--- src/design/ustmr_pkg.sv ---
// Shared constants, register offsets and types of the microsecond timer.
package ustmr_pkg;

    localparam int COUNT_W        = 64;
    localparam int WORD_W         = 32;
    localparam int OFFSET_W       = 12;
    localparam int FUNC_W         = 2;
    localparam int IRQ_W          = 4;
    localparam int NUM_ALARMS_DEF = 4;
    localparam int ALARM_SLOTS    = 4;

    localparam logic [FUNC_W-1:0] FUNC_TICK  = 2'd0;
    localparam logic [FUNC_W-1:0] FUNC_READ  = 2'd1;
    localparam logic [FUNC_W-1:0] FUNC_WRITE = 2'd2;

    localparam logic [OFFSET_W-1:0] OFF_TIMEHW   = 12'h000;
    localparam logic [OFFSET_W-1:0] OFF_TIMELW   = 12'h004;
    localparam logic [OFFSET_W-1:0] OFF_TIMEHR   = 12'h008;
    localparam logic [OFFSET_W-1:0] OFF_TIMELR   = 12'h00C;
    localparam logic [OFFSET_W-1:0] OFF_ALARM0   = 12'h010;
    localparam logic [OFFSET_W-1:0] OFF_ARMED    = 12'h020;
    localparam logic [OFFSET_W-1:0] OFF_TIMERAWH = 12'h024;
    localparam logic [OFFSET_W-1:0] OFF_TIMERAWL = 12'h028;
    localparam logic [OFFSET_W-1:0] OFF_DBGPAUSE = 12'h02C;
    localparam logic [OFFSET_W-1:0] OFF_PAUSE    = 12'h030;
    localparam logic [OFFSET_W-1:0] OFF_INTR     = 12'h034;
    localparam logic [OFFSET_W-1:0] OFF_INTE     = 12'h038;
    localparam logic [OFFSET_W-1:0] OFF_INTF     = 12'h03C;
    localparam logic [OFFSET_W-1:0] OFF_INTS     = 12'h040;

    // Per-alarm strobes decoded from one bus beat.
    typedef struct packed {
        logic arm_wr;
        logic clr_armed;
        logic clr_raw;
    } t_lane_ctl;

endpackage

--- src/design/ustmr_alarm_lane.sv ---
// One compare alarm: stored 64-bit time, armed flag, raw interrupt and compare.
module ustmr_alarm_lane (
    input  logic                              i_clk,
    input  logic                              i_rst_n,
    input  logic                              i_en,
    input  ustmr_pkg::t_lane_ctl              i_ctl,
    input  logic [ustmr_pkg::WORD_W-1:0]      i_write_data,
    input  logic [ustmr_pkg::WORD_W-1:0]      i_count_hi,
    input  logic [ustmr_pkg::COUNT_W-1:0]     i_count_n,
    output logic [ustmr_pkg::WORD_W-1:0]      o_alarm_low,
    output logic                              o_armed,
    output logic                              o_raw,
    output logic                              o_raw_n
);

    logic [ustmr_pkg::WORD_W-1:0] r_low;
    logic [ustmr_pkg::WORD_W-1:0] r_high;
    logic                         r_armed;
    logic                         r_raw;
    logic [ustmr_pkg::WORD_W-1:0] n_low;
    logic [ustmr_pkg::WORD_W-1:0] n_high;
    logic                         n_armed;
    logic                         n_raw;
    logic                         w_armed_wr;
    logic                         w_fire;

    // The bus update happens first, then the compare sees the updated time and count.
    always_comb begin
        n_low      = i_ctl.arm_wr ? i_write_data : r_low;
        n_high     = i_ctl.arm_wr ? i_count_hi : r_high;
        w_armed_wr = i_ctl.arm_wr | (r_armed & ~i_ctl.clr_armed);
        w_fire     = w_armed_wr && ({n_high, n_low} <= i_count_n);
        n_armed    = w_armed_wr & ~w_fire;
        n_raw      = (r_raw & ~i_ctl.clr_raw) | w_fire;
    end

    always_ff @(posedge i_clk) begin
        if (!i_rst_n) begin
            r_low   <= '0;
            r_high  <= '0;
            r_armed <= 1'b0;
            r_raw   <= 1'b0;
        end else if (i_en) begin
            r_low   <= n_low;
            r_high  <= n_high;
            r_armed <= n_armed;
            r_raw   <= n_raw;
        end
    end

    assign o_alarm_low = r_low;
    assign o_armed     = r_armed;
    assign o_raw       = r_raw;
    assign o_raw_n     = n_raw;

`ifndef SYNTHESIS
    // An alarm left armed by a beat always lies beyond the count that beat produced.
    a_armed_in_future: assert property (@(posedge i_clk) disable iff (!i_rst_n)
        $past(i_en) && r_armed |-> ({r_high, r_low} > $past(i_count_n)))
        else $error("alarm left armed at or below the count");
`endif

endmodule

--- src/design/us_timer_with_four_alarms_unit.sv ---
// Top level of the 64-bit microsecond timer with compare alarms and bus register window.
//
// Every input beat is a microsecond tick, a register read or a register write, and every
// beat yields exactly one result beat carrying the read data (zero for ticks and writes),
// the four interrupt levels as they stand after the beat, and a flag for an access to an
// undefined or read-only offset. The block takes one beat per clock cycle when the output
// side keeps up; a beat waits in the input register, and its result is registered in the
// output register that drives the result ports. The cycle time is set by
// the 64-bit count increment feeding the per-alarm 64-bit compares, which run side by side.
// Reading TIMEHW latches the count so that a later TIMELW read returns the matching low
// word. Writing an alarm stores its low word, takes the current high word of the count and
// arms it; an armed alarm whose time is at or below the count fires its own raw interrupt
// bit and disarms. ARMED and INTR clear on a write of one. Only the lowest four alarms are
// reachable on the bus and drive the interrupt lines; the debug pause field is storage only.
module us_timer_with_four_alarms_unit #(
    parameter int NUM_ALARMS = ustmr_pkg::NUM_ALARMS_DEF
) (
    input  logic                              i_clk,
    input  logic                              i_rst_n,
    input  logic                              i_in_valid,
    output logic                              o_in_stall,
    input  logic [ustmr_pkg::FUNC_W-1:0]      i_func,
    input  logic [ustmr_pkg::OFFSET_W-1:0]    i_offset,
    input  logic [ustmr_pkg::WORD_W-1:0]      i_write_data,
    output logic                              o_out_valid,
    input  logic                              i_out_stall,
    output logic [ustmr_pkg::WORD_W-1:0]      o_read_data,
    output logic [ustmr_pkg::IRQ_W-1:0]       o_irq_lines,
    output logic                              o_bad_access
);

    localparam int StatusW = (NUM_ALARMS > ustmr_pkg::IRQ_W) ? NUM_ALARMS : ustmr_pkg::IRQ_W;
    localparam int Hi      = ustmr_pkg::COUNT_W - 1;
    localparam int Lo      = ustmr_pkg::WORD_W;

    // Input register.
    logic                           r_in_valid;
    logic [ustmr_pkg::FUNC_W-1:0]   r_in_func;
    logic [ustmr_pkg::OFFSET_W-1:0] r_in_offset;
    logic [ustmr_pkg::WORD_W-1:0]   r_in_wdata;

    // Timer state.
    logic [ustmr_pkg::COUNT_W-1:0]  r_count;
    logic [ustmr_pkg::COUNT_W-1:0]  n_count;
    logic [ustmr_pkg::WORD_W-1:0]   r_latched_lo;
    logic [1:0]                     r_dbg_pause;
    logic                           r_pause;
    logic [NUM_ALARMS-1:0]          r_inte;
    logic [NUM_ALARMS-1:0]          r_intf;
    logic [NUM_ALARMS-1:0]          n_inte;
    logic [NUM_ALARMS-1:0]          n_intf;

    // Result register.
    logic                           r_out_valid;
    logic [ustmr_pkg::WORD_W-1:0]   r_read_data;
    logic [ustmr_pkg::IRQ_W-1:0]    r_irq;
    logic                           r_bad;

    // Beat processing.
    logic                           w_in_accept;
    logic                           w_proc;
    logic                           w_is_read;
    logic                           w_is_write;
    logic [ustmr_pkg::OFFSET_W-1:0] w_alarm_idx;
    logic                           w_alarm_hit;
    logic [ustmr_pkg::WORD_W-1:0]   w_rd_data;
    logic [ustmr_pkg::WORD_W-1:0]   w_alarm_rd;
    logic                           w_bad;
    logic                           w_latch;
    logic                           w_wr_timelw;
    logic                           w_wr_armed;
    logic                           w_wr_dbg;
    logic                           w_wr_pause;
    logic                           w_wr_intr;
    logic                           w_wr_inte;
    logic                           w_wr_intf;

    // Alarm lanes.
    ustmr_pkg::t_lane_ctl           w_ctl [NUM_ALARMS];
    logic [ustmr_pkg::WORD_W-1:0]   w_alarm_low [NUM_ALARMS];
    logic [NUM_ALARMS-1:0]          w_armed;
    logic [NUM_ALARMS-1:0]          w_raw;
    logic [NUM_ALARMS-1:0]          w_raw_n;
    logic [NUM_ALARMS-1:0]          w_status;
    logic [NUM_ALARMS-1:0]          w_status_n;
    logic [StatusW-1:0]             w_status_wide;

    // Handshake: the input register moves on whenever the result register is free or drains.
    assign w_proc      = r_in_valid && (!r_out_valid || !i_out_stall);
    assign o_in_stall  = r_in_valid && !w_proc;
    assign w_in_accept = i_in_valid && !o_in_stall;

    always_ff @(posedge i_clk) begin
        if (!i_rst_n) begin
            r_in_valid <= 1'b0;
        end else if (w_in_accept) begin
            r_in_valid <= 1'b1;
        end else if (w_proc) begin
            r_in_valid <= 1'b0;
        end
    end

    always_ff @(posedge i_clk) begin
        if (w_in_accept) begin
            r_in_func   <= i_func;
            r_in_offset <= i_offset;
            r_in_wdata  <= i_write_data;
        end
    end

    assign w_is_read  = (r_in_func == ustmr_pkg::FUNC_READ);
    assign w_is_write = (r_in_func == ustmr_pkg::FUNC_WRITE);

    // Alarm registers sit word-aligned in a row of slots; slots past the last alarm are holes.
    assign w_alarm_idx = (r_in_offset - ustmr_pkg::OFF_ALARM0) >> 2;
    assign w_alarm_hit = (r_in_offset >= ustmr_pkg::OFF_ALARM0)
                      && (r_in_offset < ustmr_pkg::OFFSET_W'(ustmr_pkg::OFF_ALARM0
                                                            + 4 * ustmr_pkg::ALARM_SLOTS))
                      && (r_in_offset[1:0] == 2'b00)
                      && (32'(w_alarm_idx) < NUM_ALARMS);

    always_comb begin
        w_alarm_rd = '0;
        for (int i = 0; i < NUM_ALARMS; i++) begin
            if (w_alarm_hit && (32'(w_alarm_idx) == i)) begin
                w_alarm_rd = w_alarm_rd | w_alarm_low[i];
            end
        end
    end

    assign w_status = (w_raw | r_intf) & r_inte;

    // Register decode. Reads and writes see the state as it stood before this beat.
    always_comb begin
        w_rd_data   = '0;
        w_bad       = 1'b0;
        w_latch     = 1'b0;
        w_wr_timelw = 1'b0;
        w_wr_armed  = 1'b0;
        w_wr_dbg    = 1'b0;
        w_wr_pause  = 1'b0;
        w_wr_intr   = 1'b0;
        w_wr_inte   = 1'b0;
        w_wr_intf   = 1'b0;
        if (w_is_read) begin
            if (w_alarm_hit) begin
                w_rd_data = w_alarm_rd;
            end else begin
                unique case (r_in_offset) inside
                    ustmr_pkg::OFF_TIMEHW: begin
                        w_rd_data = r_count[Hi:Lo];
                        w_latch   = 1'b1;
                    end
                    ustmr_pkg::OFF_TIMELW:   w_rd_data = r_latched_lo;
                    ustmr_pkg::OFF_TIMEHR,
                    ustmr_pkg::OFF_TIMERAWH: w_rd_data = r_count[Hi:Lo];
                    ustmr_pkg::OFF_TIMELR,
                    ustmr_pkg::OFF_TIMERAWL: w_rd_data = r_count[Lo-1:0];
                    ustmr_pkg::OFF_ARMED:    w_rd_data = ustmr_pkg::WORD_W'(w_armed);
                    ustmr_pkg::OFF_DBGPAUSE: w_rd_data = ustmr_pkg::WORD_W'(r_dbg_pause);
                    ustmr_pkg::OFF_PAUSE:    w_rd_data = ustmr_pkg::WORD_W'(r_pause);
                    ustmr_pkg::OFF_INTR:     w_rd_data = ustmr_pkg::WORD_W'(w_raw);
                    ustmr_pkg::OFF_INTE:     w_rd_data = ustmr_pkg::WORD_W'(r_inte);
                    ustmr_pkg::OFF_INTF:     w_rd_data = ustmr_pkg::WORD_W'(r_intf);
                    ustmr_pkg::OFF_INTS:     w_rd_data = ustmr_pkg::WORD_W'(w_status);
                    default:                 w_bad     = 1'b1;
                endcase
            end
        end else if (w_is_write && !w_alarm_hit) begin
            // Read-only registers fall to the default arm along with the holes.
            unique case (r_in_offset) inside
                ustmr_pkg::OFF_TIMELW:   w_wr_timelw = 1'b1;
                ustmr_pkg::OFF_ARMED:    w_wr_armed  = 1'b1;
                ustmr_pkg::OFF_DBGPAUSE: w_wr_dbg    = 1'b1;
                ustmr_pkg::OFF_PAUSE:    w_wr_pause  = 1'b1;
                ustmr_pkg::OFF_INTR:     w_wr_intr   = 1'b1;
                ustmr_pkg::OFF_INTE:     w_wr_inte   = 1'b1;
                ustmr_pkg::OFF_INTF:     w_wr_intf   = 1'b1;
                default:                 w_bad       = 1'b1;
            endcase
        end
    end

    // Next count: a tick advances it unless paused, a TIMELW write loads it with a zero high word.
    always_comb begin
        n_count = r_count;
        if ((r_in_func == ustmr_pkg::FUNC_TICK) && !r_pause) begin
            n_count = r_count + ustmr_pkg::COUNT_W'(1);
        end
        if (w_wr_timelw) begin
            n_count = ustmr_pkg::COUNT_W'(r_in_wdata);
        end
    end

    assign n_inte = w_wr_inte ? r_in_wdata[NUM_ALARMS-1:0] : r_inte;
    assign n_intf = w_wr_intf ? r_in_wdata[NUM_ALARMS-1:0] : r_intf;

    always_comb begin
        for (int i = 0; i < NUM_ALARMS; i++) begin
            w_ctl[i].arm_wr    = w_is_write && w_alarm_hit && (32'(w_alarm_idx) == i);
            w_ctl[i].clr_armed = w_wr_armed && r_in_wdata[i];
            w_ctl[i].clr_raw   = w_wr_intr && r_in_wdata[i];
        end
    end

    for (genvar g = 0; g < NUM_ALARMS; g++) begin : g_lane
        ustmr_alarm_lane u_lane (
            .i_clk        (i_clk),
            .i_rst_n      (i_rst_n),
            .i_en         (w_proc),
            .i_ctl        (w_ctl[g]),
            .i_write_data (r_in_wdata),
            .i_count_hi   (r_count[Hi:Lo]),
            .i_count_n    (n_count),
            .o_alarm_low  (w_alarm_low[g]),
            .o_armed      (w_armed[g]),
            .o_raw        (w_raw[g]),
            .o_raw_n      (w_raw_n[g])
        );
    end

    // Interrupt levels after the beat; only the lowest alarms reach the output lines.
    assign w_status_n    = (w_raw_n | n_intf) & n_inte;
    assign w_status_wide = StatusW'(w_status_n);

    always_ff @(posedge i_clk) begin
        if (!i_rst_n) begin
            r_count      <= '0;
            r_latched_lo <= '0;
            r_dbg_pause  <= '0;
            r_pause      <= 1'b0;
            r_inte       <= '0;
            r_intf       <= '0;
        end else if (w_proc) begin
            r_count <= n_count;
            r_inte  <= n_inte;
            r_intf  <= n_intf;
            if (w_latch) begin
                r_latched_lo <= r_count[Lo-1:0];
            end
            if (w_wr_dbg) begin
                r_dbg_pause <= r_in_wdata[1:0];
            end
            if (w_wr_pause) begin
                r_pause <= r_in_wdata[0];
            end
        end
    end

    // Result register.
    always_ff @(posedge i_clk) begin
        if (!i_rst_n) begin
            r_out_valid <= 1'b0;
        end else if (w_proc) begin
            r_out_valid <= 1'b1;
        end else if (!i_out_stall) begin
            r_out_valid <= 1'b0;
        end
    end

    always_ff @(posedge i_clk) begin
        if (w_proc) begin
            r_read_data <= w_rd_data;
            r_irq       <= w_status_wide[ustmr_pkg::IRQ_W-1:0];
            r_bad       <= w_bad;
        end
    end

    assign o_out_valid  = r_out_valid;
    assign o_read_data  = r_read_data;
    assign o_irq_lines  = r_irq;
    assign o_bad_access = r_bad;

`ifndef SYNTHESIS
    // Every beat taken from the input register shows up as a result on the next edge.
    a_proc_gives_result: assert property (@(posedge i_clk) disable iff (!i_rst_n)
        w_proc |=> r_out_valid)
        else $error("processed beat produced no result");

    // A tick while paused leaves the count alone.
    a_pause_holds_count: assert property (@(posedge i_clk) disable iff (!i_rst_n)
        w_proc && (r_in_func == ustmr_pkg::FUNC_TICK) && r_pause |=> $stable(r_count))
        else $error("count moved while paused");

    // Loading the count through TIMELW clears the high word.
    a_load_clears_high: assert property (@(posedge i_clk) disable iff (!i_rst_n)
        w_proc && w_wr_timelw |=> (r_count[Hi:Lo] == '0))
        else $error("count load left a nonzero high word");

    // The input side only stalls when a beat is waiting in the input register.
    a_stall_only_when_full: assert property (@(posedge i_clk) disable iff (!i_rst_n)
        o_in_stall |-> r_in_valid)
        else $error("input stalled with an empty input register");
`endif

endmodule
--- config.mk ---
export PLATFORM = sky130hd
export DESIGN_NAME = us_timer_with_four_alarms_unit
export DESIGN_NICKNAME = d
export VERILOG_FILES = /design/src/design/ustmr_pkg.sv /design/src/design/ustmr_alarm_lane.sv /design/src/design/us_timer_with_four_alarms_unit.sv
export SDC_FILE = /design/constraint.sdc
export NUM_CORES = 1
export LEC_CHECK = 0
export ABC_AREA = 1
export BUFFER_PORTS_ARGS = -buffer_cell sky130_fd_sc_hd__buf_2
export CELL_PAD_IN_SITES_DETAIL_PLACEMENT = 0
export CELL_PAD_IN_SITES_GLOBAL_PLACEMENT = 1
export CORE_MARGIN = 2
export CORE_UTILIZATION = 45
export CTS_CLUSTER_DIAMETER = 120
export DETAILED_ROUTE_END_ITERATION = 7
export GPL_TIMING_DRIVEN = 0
export PLACE_DENSITY_LB_ADDON = 0.08
export SLEW_MARGIN = 30
export SYNTH_ARGS = -nofsm -noshare
export SYNTH_HDL_FRONTEND = slang
export SYNTH_HIERARCHICAL = 1
export SYNTH_SLANG_ARGS = --single-unit
export TNS_END_PERCENT = 50
--- constraint.sdc ---
create_clock -name i_clk -period 7.98 [get_ports i_clk]
set_clock_uncertainty 0.2 [all_clocks]
set_input_delay 0.399 -clock i_clk [delete_from_list [all_inputs] [get_ports i_clk]]
set_output_delay 0.399 -clock i_clk [all_outputs]
set_load 0.01 [all_outputs]
# Word-level counts from Yosys, hierarchy flattened
# Index checks and enable logic that the tools add are counted.
# totals
wordCells	195
in_bits	50
regBits	456
# classes
order_cmp	7
eq_ne	18
n_mux	51
n_addsub	2
bitwise	39
n_reduce_logical	48
# op_table
cell	n
$mux 32	13
$pmux 32 s10	1
$le 64x64->1	4
$mux 64	2
$eq 12x6->1 const B	8
$or 32x32->32	3
$add 64x1->64 const B	1
$mux 1	33
$logic_and 1x1->1	29
$eq 12x4->1 const B	2
$logic_not 12->1	2
$eq 10x2->1 const B	2
$reduce_or 13->1	1
$and 1x1->1	12
$eq 12x3->1 const B	1
$eq 12x7->1 const B	1
$ge 12x5->1 const B	1
$lt 12x6->1 const B	1
$not 1->1	12
$sub 12x5->12 const B	1
$eq 10x1->1 const B	1
$lt 10x3->1 const B	1
$and 4x4->4	2
$mux 4	2
13 further kinds	29

# Logic depth before layout (Yosys ltp)
# Gate-level depths: netlist of the first run.
# logic_depth
word_depth	16
mapped_depth	29

# By module
# The synthesis of the first run kept the hierarchy.
# by_module_without_submodules
mod	cells_per_inst	seq_area_each_um2	n_inst	area_each_um2
us_timer_with_four_alarms_unit	1685	4674.5	1	11591.1
ustmr_alarm_lane (g_lane[1].u_lane ...)	789	1321.3	2	4996.0
ustmr_alarm_lane (g_lane[0].u_lane)	774	1321.3	1	4954.8
ustmr_alarm_lane (g_lane[3].u_lane)	772	1321.3	1	4926.0

# Worst setup path before layout of the first run
# OpenSTA, ideal clock, no wires.
# synth_timing
path_kind	reg-to-reg
start	reg r_in_offset[7] in the netlist's numbering
end	reg r_irq, in the netlist o_irq_lines[1], data pin
path_stages_with_launch	25
path_buffers	2
setup_time_ns	0.255
slack_ns	4.527
period_less_slack_ns	3.453
t_arrival_ns	2.998
path_cell_list	edfxtp_1 > inv_2 > nand2_2 > nor3_1 > nand2_2 > inv_2 > nand2_1 > nor2_1 > buf_2 > clkbuf_1 > o21ai_0 > ha_1 > nand2_1 > nor2_1 > nand4_2 > nor2_2 > nand2_1 > nand3_2 > nand2_2 > nand2_2 > nand2_1 > nand2_1 > nand2_1 > o21ai_0 > inv_1
# synth_lines
item	line_no	text
start, declared	us_timer_with_four_alarms_unit.sv:39	logic [ustmr_pkg::OFFSET_W-1:0] r_in_offset;
start signal, assigned	us_timer_with_four_alarms_unit.sv:106	r_in_offset <= i_offset;
end signal, assigned	us_timer_with_four_alarms_unit.sv:264	r_irq <= w_status_wide[ustmr_pkg::IRQ_W-1:0];
end, declared	us_timer_with_four_alarms_unit.sv:56	logic [ustmr_pkg::IRQ_W-1:0] r_irq;

==> results of run 1 <==
synthesized netlist by cell type, drive strengths merged (4+ instances only):
library cell  count  area share [%]
a21o             10            0.24
a21oi           477             7.6
a22oi            28            0.67
buf              88             1.6
clkbuf          124             1.5
dfxtp           373              24
edfxtp           83             7.9
ha              257              10
inv            1073              13
mux2i             4            0.13
nand2           985              12
nand3           136             2.3
nand3b            6            0.14
nand4           114             2.3
nor2            276             3.8
nor3             39            0.82
o211ai            6            0.16
o21a             12            0.29
o21ai           680              11
o21bai            8            0.19
or2               7            0.14
xor2             14            0.39
power groups by stage:
| stage | Sequential (mW) | Clock, mW | Combinational [mW] |
|---|---|---|---|
| 2_1_floorplan | 2.61 | 0 | 0.832 |
| 3_3_place_gp | 2.67 | 0 | 1.20 |
| 3_5_place_dp | 2.67 | 0 | 1.22 |
| 4_1_cts | 2.62 | 2.68 | 1.24 |
| 5_1_grt | 2.64 | 2.77 | 1.43 |
| 6_report | 2.62 | 2.64 | 1.26 |
worst reg2reg max path, cell delays in order, from the launching register on:
cell	delay [ns]
edfxtp_1	0.43
inv_2	0.07
nand2_2	0.08
nor3_1	0.37
nand4_1	0.37
nor2_1	0.25
buf_2	0.55
buf_1	0.81
o21ai_1	0.45
ha_1	0.44
nand2_1	0.08
nor2_1	0.18
nand2_1	0.14
nor3_2	0.63
nand2_2	0.15
nand2_2	0.10
nand2_1	0.06
nand2_1	0.09
nand2_1	0.08
o21ai_0	0.16
inv_1	0.05
kinds of logic (layout without fill, tap and decap cells):
logic type | after synthesis | after routing | share of synthesized area, %
compound gates | 1221 | 1221 | 20.0
xor+xnor | 14 | 14 | 0.390
fa+ha+maj | 257 | 257 | 10.2
buf+inv | 1285 | 1531 | 15.9
flops | 456 | 456 | 31.7
mux | 4 | 4 | 0.127
simple gates | 1572 | 1572 | 21.7
state kept, by name, indices dropped and copies added, names as in the netlist, 2 cells and up:
| register | flops |
|---|---|
| g_lane.u_lane/o_alarm_low | 128 |
| r_in_wdata | 32 |
| g_lane.u_lane/o_raw | 4 |
| o_irq_lines | 4 |
| o_read_data | 32 |
| r_in_func | 2 |
| r_latched_lo | 32 |
| r_in_offset | 12 |
| r_inte | 4 |
| g_lane.u_lane/r_high | 128 |
| r_intf | 4 |
| g_lane.u_lane/o_armed | 4 |
| r_dbg_pause | 2 |
| r_count | 64 |
per-layer routing:
metal,global-route usage (%),vias up,part of all wire [%]
met3,3.92,224,7.1
met5,0,-,0.034
met1,45.5,14600,43
met4,15.5,6,4.9
li1,-,15800,-
met2,55.5,1103,45
metrics by stage:
stage          power (mW)  hold WS (ns)  std cells  utilization (%)  cell area, µm²
3_5_place_dp         3.89         0.290       5832             48.1           33200
2_1_floorplan        3.44         0.255       4809                -           31500
5_1_grt              6.83         0.257       5986             51.5           35500
3_3_place_gp         3.87         0.289       5828             48.0           33100
6_report             6.52         0.260       5986             51.5           35500
4_1_cts              6.55         0.241       5986             51.5           35500
final timing paths:
kind | from | slack [ns] | end
min | i_write_data[22] | 0.26 | r_in_wdata[22]
min reg2reg | g_lane[3].u_lane/o_alarm_low[0] | 0.31 | g_lane[3].u_lane/o_alarm_low[0]
max reg2reg | r_in_offset[7] | 2.03 | o_irq_lines[2]
max | r_in_offset[7] | 2.03 | o_irq_lines[2]
layout make-up:
class                      count  area, µm²  share of cell area, %
buffer                       212        981                   2.76
clock buffer                  60       1440                   4.04
clock inverter                45        429                   1.21
inverter                    1073       4030                   11.4
multi-input combinational   3068      16500                   46.4
sequential                   456       9960                   28.0
tap                          931       1160                   3.28
timing repair buffer         141       1030                   2.89
==> results_dict.tcl, run 1 <==
set metrics [dict create \
    outcome "finished clean" \
    clockPowerShare_pct 40.5 \
    rr_worst_depth 20 \
    setup_slack_ns 2.03 \
    p_sw_share_pct 32.2 \
    start_util_pct 45.6 \
    fin_tns_setup_ns 0 \
    via_per_inst 5.30 \
    nets 5315 \
    post_cts_buffers 0 \
    grt_usage_pct 34.1 \
    cts_buffer_depth 3 \
    cp_slowest_cell "buf_1" \
    cts_hold_buf 49 \
    antenna_found_initial 3 \
    nFillCells 7297 \
    worstPathArrival_ns 6.14 \
    synthCells 4809 \
    drv_cap 0 \
    crit_fanout 10 \
    criticalPathCategory "register to register" \
    clk_pin_slew_ns 0.06 \
    drt-total-wl_mm 123 \
    path_common_cell "nand2_1" \
    cts_tree "yes" \
    grt_pass1_wl_mm 184 \
    grt_max_degree 42 \
    synth_nets 5116 \
    crit_buf_inv 4 \
    drc_errors 0 \
    num_vias 31700 \
    num_rows 96 \
    yosysUniqueCellTypes 52 \
    finalCritPeriodShare_pct 74.5 \
    seq_area_frac_synth_pct 31.7 \
    critPathRequiredTime_ns 8.17 \
    clock_sinks 456 \
    p_seq_share_pct 40.2 \
    cell_internal_pwr_mw 4.42 \
    tightest_slew_ns 1.08 \
    finalHoldViolations 0 \
    cts_resized 0 \
    peakVddDrop_mv 0.187 \
    end_kind "register" \
    final_cell_mix "1,052 x inv_1, 965 x nand2_1, 542 x o21ai_0, 475 x a21oi_1, 373 x dfxtp_1" \
    numCtsBuffers 56 \
    dp_slack_ns 2.25 \
    hpwl_mm 96.9 \
    antennaDiodeCount 0 \
    ys_warn_count 6 \
    pwr_density_cell_mw_per_mm2 184 \
    synth_area_mm2 0.0315 \
    grt_overflow 0 \
    dieArea_mm2 0.0721 \
    slew_violations 0 \
    htreeDepth 2 \
    grt_pass1_vias 29400 \
    p_comb_share_pct 19.3 \
    synth_edf_count 83 \
    ys_ff_latch 456 \
    layout_min_cycle_time_ns 5.95 \
    core_mm2 0.0689 \
    ios 89 \
    crit_path_start_kind "register" \
    drtAntennaViolNets 0 \
    area_growth_pct 12.9 \
    leakage_nw 17.2 \
    insertion_delay_ns 0.65 \
    synth_flop_cell "dfxtp_1" \
    holdCritPathClass "input port to register" \
    dr.pass1.iters 6 \
    slew-limit-headroom_pct 28.3 \
    detail_route.wl_per_cell_um 20.6 \
    crit_cells 20 \
    gp_congestion 0.994 \
    fp.dieW_um 268 \
    rsz0062_at_grt "no" \
    final_common_cell "inv_1" \
    hold-path-cell-count 2 \
    switchingPower_mw 2.10 \
    layout-drive-gt1-share_pct 7.52 \
    port_buffers 88 \
    cp_top_family "simple AND/OR/NAND/NOR gates" \
    max_stage_delay_ns 0.80 \
    fmax_mhz 168 \
    path_cells "inv_2 -> nand2_2 -> nor3_1 -> nand4_1 -> nor2_1 -> buf_2 -> buf_1 -> o21ai_1 -> ha_1 -> nand2_1 -> nor2_1 -> nand2_1 -> nor3_2 -> nand2_2 -> nand2_2 -> nand2_1 -> nand2_1 -> nand2_1 -> o21ai_0 -> inv_1" \
    syn_avg_cell_area_um2 6.54 \
    chipHeight_um 268 \
    async_reset_ff_share_pct 0 \
    drtIter0Drc 2784 \
    cts_root_buffer "clkbuf_16" \
    setup_viol 0 \
]
No activity file was read; power rests on OpenSTA's default activity.
==> run 2, diff against run 1 <==
==> constraint.sdc (replaced) <==
create_clock -name i_clk -period 5.8 [get_ports i_clk]
set_clock_uncertainty 0.2 [all_clocks]
set_input_delay 0.29 -clock i_clk [delete_from_list [all_inputs] [get_ports i_clk]]
set_output_delay 0.29 -clock i_clk [all_outputs]
set_load 0.01 [all_outputs]
==> run 2 against run 1 <==
  * Sequential power up 38%
  * Global-route usage about the same
  * Critical path type unchanged
  * Wire length barely moved
  * Non-clock buffer count increased by 1
  * Critical path depth increased by 4
  * Worst setup slack lost 1.8 ns
  * Final cell count barely moved
  * Power increased by 38%
  * Utilization is essentially flat
  * Largest power group unchanged
==> results_dict.tcl, run 2 (synthesis results as in run 1) <==
set metrics [dict create \
    criticalPathCategory "register to register" \
    start_util_pct 45.6 \
    outcome "finished clean" \
    drc_errors 0 \
    drtIter0Drc 2763 \
    clockPowerShare_pct 40.5 \
    final_common_cell "inv_1" \
    p_seq_share_pct 40.2 \
    layout-drive-gt1-share_pct 7.56 \
    grt_overflow 0 \
    regToRegSetupSlack_ns 0.22 \
    antennaDiodeCount 0 \
    num_vias 31700 \
    fmax_mhz 179 \
    multi_input_area_mm2 0.0165 \
    rr_worst_depth 24 \
    final_cell_mix "1,052 x inv_1, 965 x nand2_1, 542 x o21ai_0, 475 x a21oi_1, 373 x dfxtp_1" \
    grt_usage_pct 34.1 \
    post_cts_buffers 0 \
    slew-limit-headroom_pct 24.4 \
    nFillCells 7294 \
    finalCritPeriodShare_pct 96.2 \
    port_buffers 88 \
    cell_internal_pwr_mw 6.09 \
    tightest_slew_ns 1.12 \
    htreeDepth 2 \
    peakVddDrop_mv 0.258 \
    ios 89 \
    layout_min_cycle_time_ns 5.58 \
    insertion_delay_ns 0.65 \
    power_mw 8.98 \
    hold-path-cell-count 2 \
    grt_pass1_wl_mm 184 \
    setup_viol 0 \
    cts_buffer_depth 3 \
    p_sw_share_pct 32.2 \
    crit_fanout 10 \
    chipHeight_um 268 \
    setup_slack_ns 0.219 \
    worstPathArrival_ns 5.89 \
    crit_path_start_kind "register" \
    detail_route.wl_per_cell_um 20.6 \
    num_rows 96 \
    pwr_density_cell_mw_per_mm2 252 \
    slew_violations 0 \
    p_comb_share_pct 19.3 \
    fin_tns_setup_ns 0 \
    clk_pin_slew_ns 0.06 \
    fp.dieW_um 268 \
    via_per_inst 5.29 \
    nets 5316 \
    numCtsBuffers 56 \
    end_kind "register" \
    clock_sinks 456 \
    switchingPower_mw 2.89 \
    core_mm2 0.0689 \
    drv_cap 0 \
    grt_pass1_vias 29400 \
    dr.pass1.iters 5 \
    critPathRequiredTime_ns 6.11 \
    drt-total-wl_mm 123 \
    leakage_nw 17.2 \
    gp_congestion 0.994 \
    finalHoldViolations 0 \
    cts_root_buffer "clkbuf_16" \
    rsz0062_at_grt "no" \
    grt_max_degree 42 \
    holdCritPathClass "input port to register" \
    cts_tree "yes" \
    dp_slack_ns 0.0673 \
    antenna_found_initial 3 \
    drtAntennaViolNets 0 \
    area_growth_pct 13.0 \
    hpwl_mm 96.9 \
    dieArea_mm2 0.0721 \
    final-seq-area_mm2 0.00996 \
]
[run 2: cell types whose count changed in the layout (fill, tap and decap cells not counted), sizes merged]
cell         previous run  this run
buf                   180       177
dlygate4sd3            49        50
clkbuf                184       187
[run 2: power by group through the flow]
stage               Sequential (mW)  Clock, mW  Combinational, mW
global placement               3.67          0               1.65
detailed placement             3.67          0               1.68
floorplan                      3.59          0               1.14
finish                         3.61       3.63               1.73
CTS                            3.60       3.69               1.71
global route                   3.63       3.81               1.96
[run 2: worst paths after layout]
check | from | endpoint
setup / recovery | r_in_offset[7] | o_irq_lines[2]
hold / removal | i_write_data[20] | r_in_wdata[20]
hold reg to reg | g_lane[3].u_lane/o_alarm_low[0] | g_lane[3].u_lane/o_alarm_low[0]
setup reg to reg | r_in_offset[7] | o_irq_lines[2]
[run 2: worst max-delay path: stages, from the launching register on]
cell and delay [ns]:
edfxtp_1 0.42, inv_2 0.07, nand2_2 0.08, nor3_1 0.36
nand4_1 0.36, nor2_1 0.26, clkbuf_4 0.42, buf_2 0.43
buf_2 0.38, nand2_1 0.08, o21ai_1 0.30, ha_1 0.35
nand2_1 0.13, nor2_1 0.06, nor2_1 0.09, nand2_1 0.13
nor2_1 0.61, nand3_2 0.17, nand2_2 0.12, nand2_2 0.05
nand2_1 0.08, nand2_1 0.07, nand2_1 0.08, o21ai_0 0.09
inv_1 0.06
[run 2: layer usage]
metal  part of all wire, %  GRT usage [%]
met1                    44           45.5
met2                    45           55.4
met3                   6.7           3.93
met4                   4.9           15.5
met5                 0.036              0
[run 2: layout make-up]
| class | instances | area share (%) |
|---|---|---|
| timing repair buffer | 142 | 2.91 |
| inverter | 1073 | 11.3 |
| sequential | 456 | 28.0 |
| tap | 931 | 3.28 |
| clock buffer | 60 | 4.04 |
| clock inverter | 45 | 1.21 |
| multi-input combinational | 3068 | 46.4 |
| buffer | 212 | 2.78 |
[run 2: what timing repair did]
action,4_1_cts,5_1_grt
hold buffers,50,0
endpoints found under the hold margin,57,0
endpoints found under the setup margin,0,4
resized for setup,0,8
[run 2: stage by stage]
| stage | std cells | util (%) | hold slack, ns | instance area [µm²] |
|---|---|---|---|---|
| after detailed placement | 5832 | 48.1 | 0.268 | 33200 |
| after CTS | 5987 | 51.5 | 0.132 | 35500 |
| final | 5987 | 51.6 | 0.153 | 35600 |
| after floorplan | 4809 | - | 0.189 | 31500 |
| after global placement | 5828 | 48.0 | 0.266 | 33100 |
| after global routing | 5987 | 51.6 | 0.148 | 35600 |
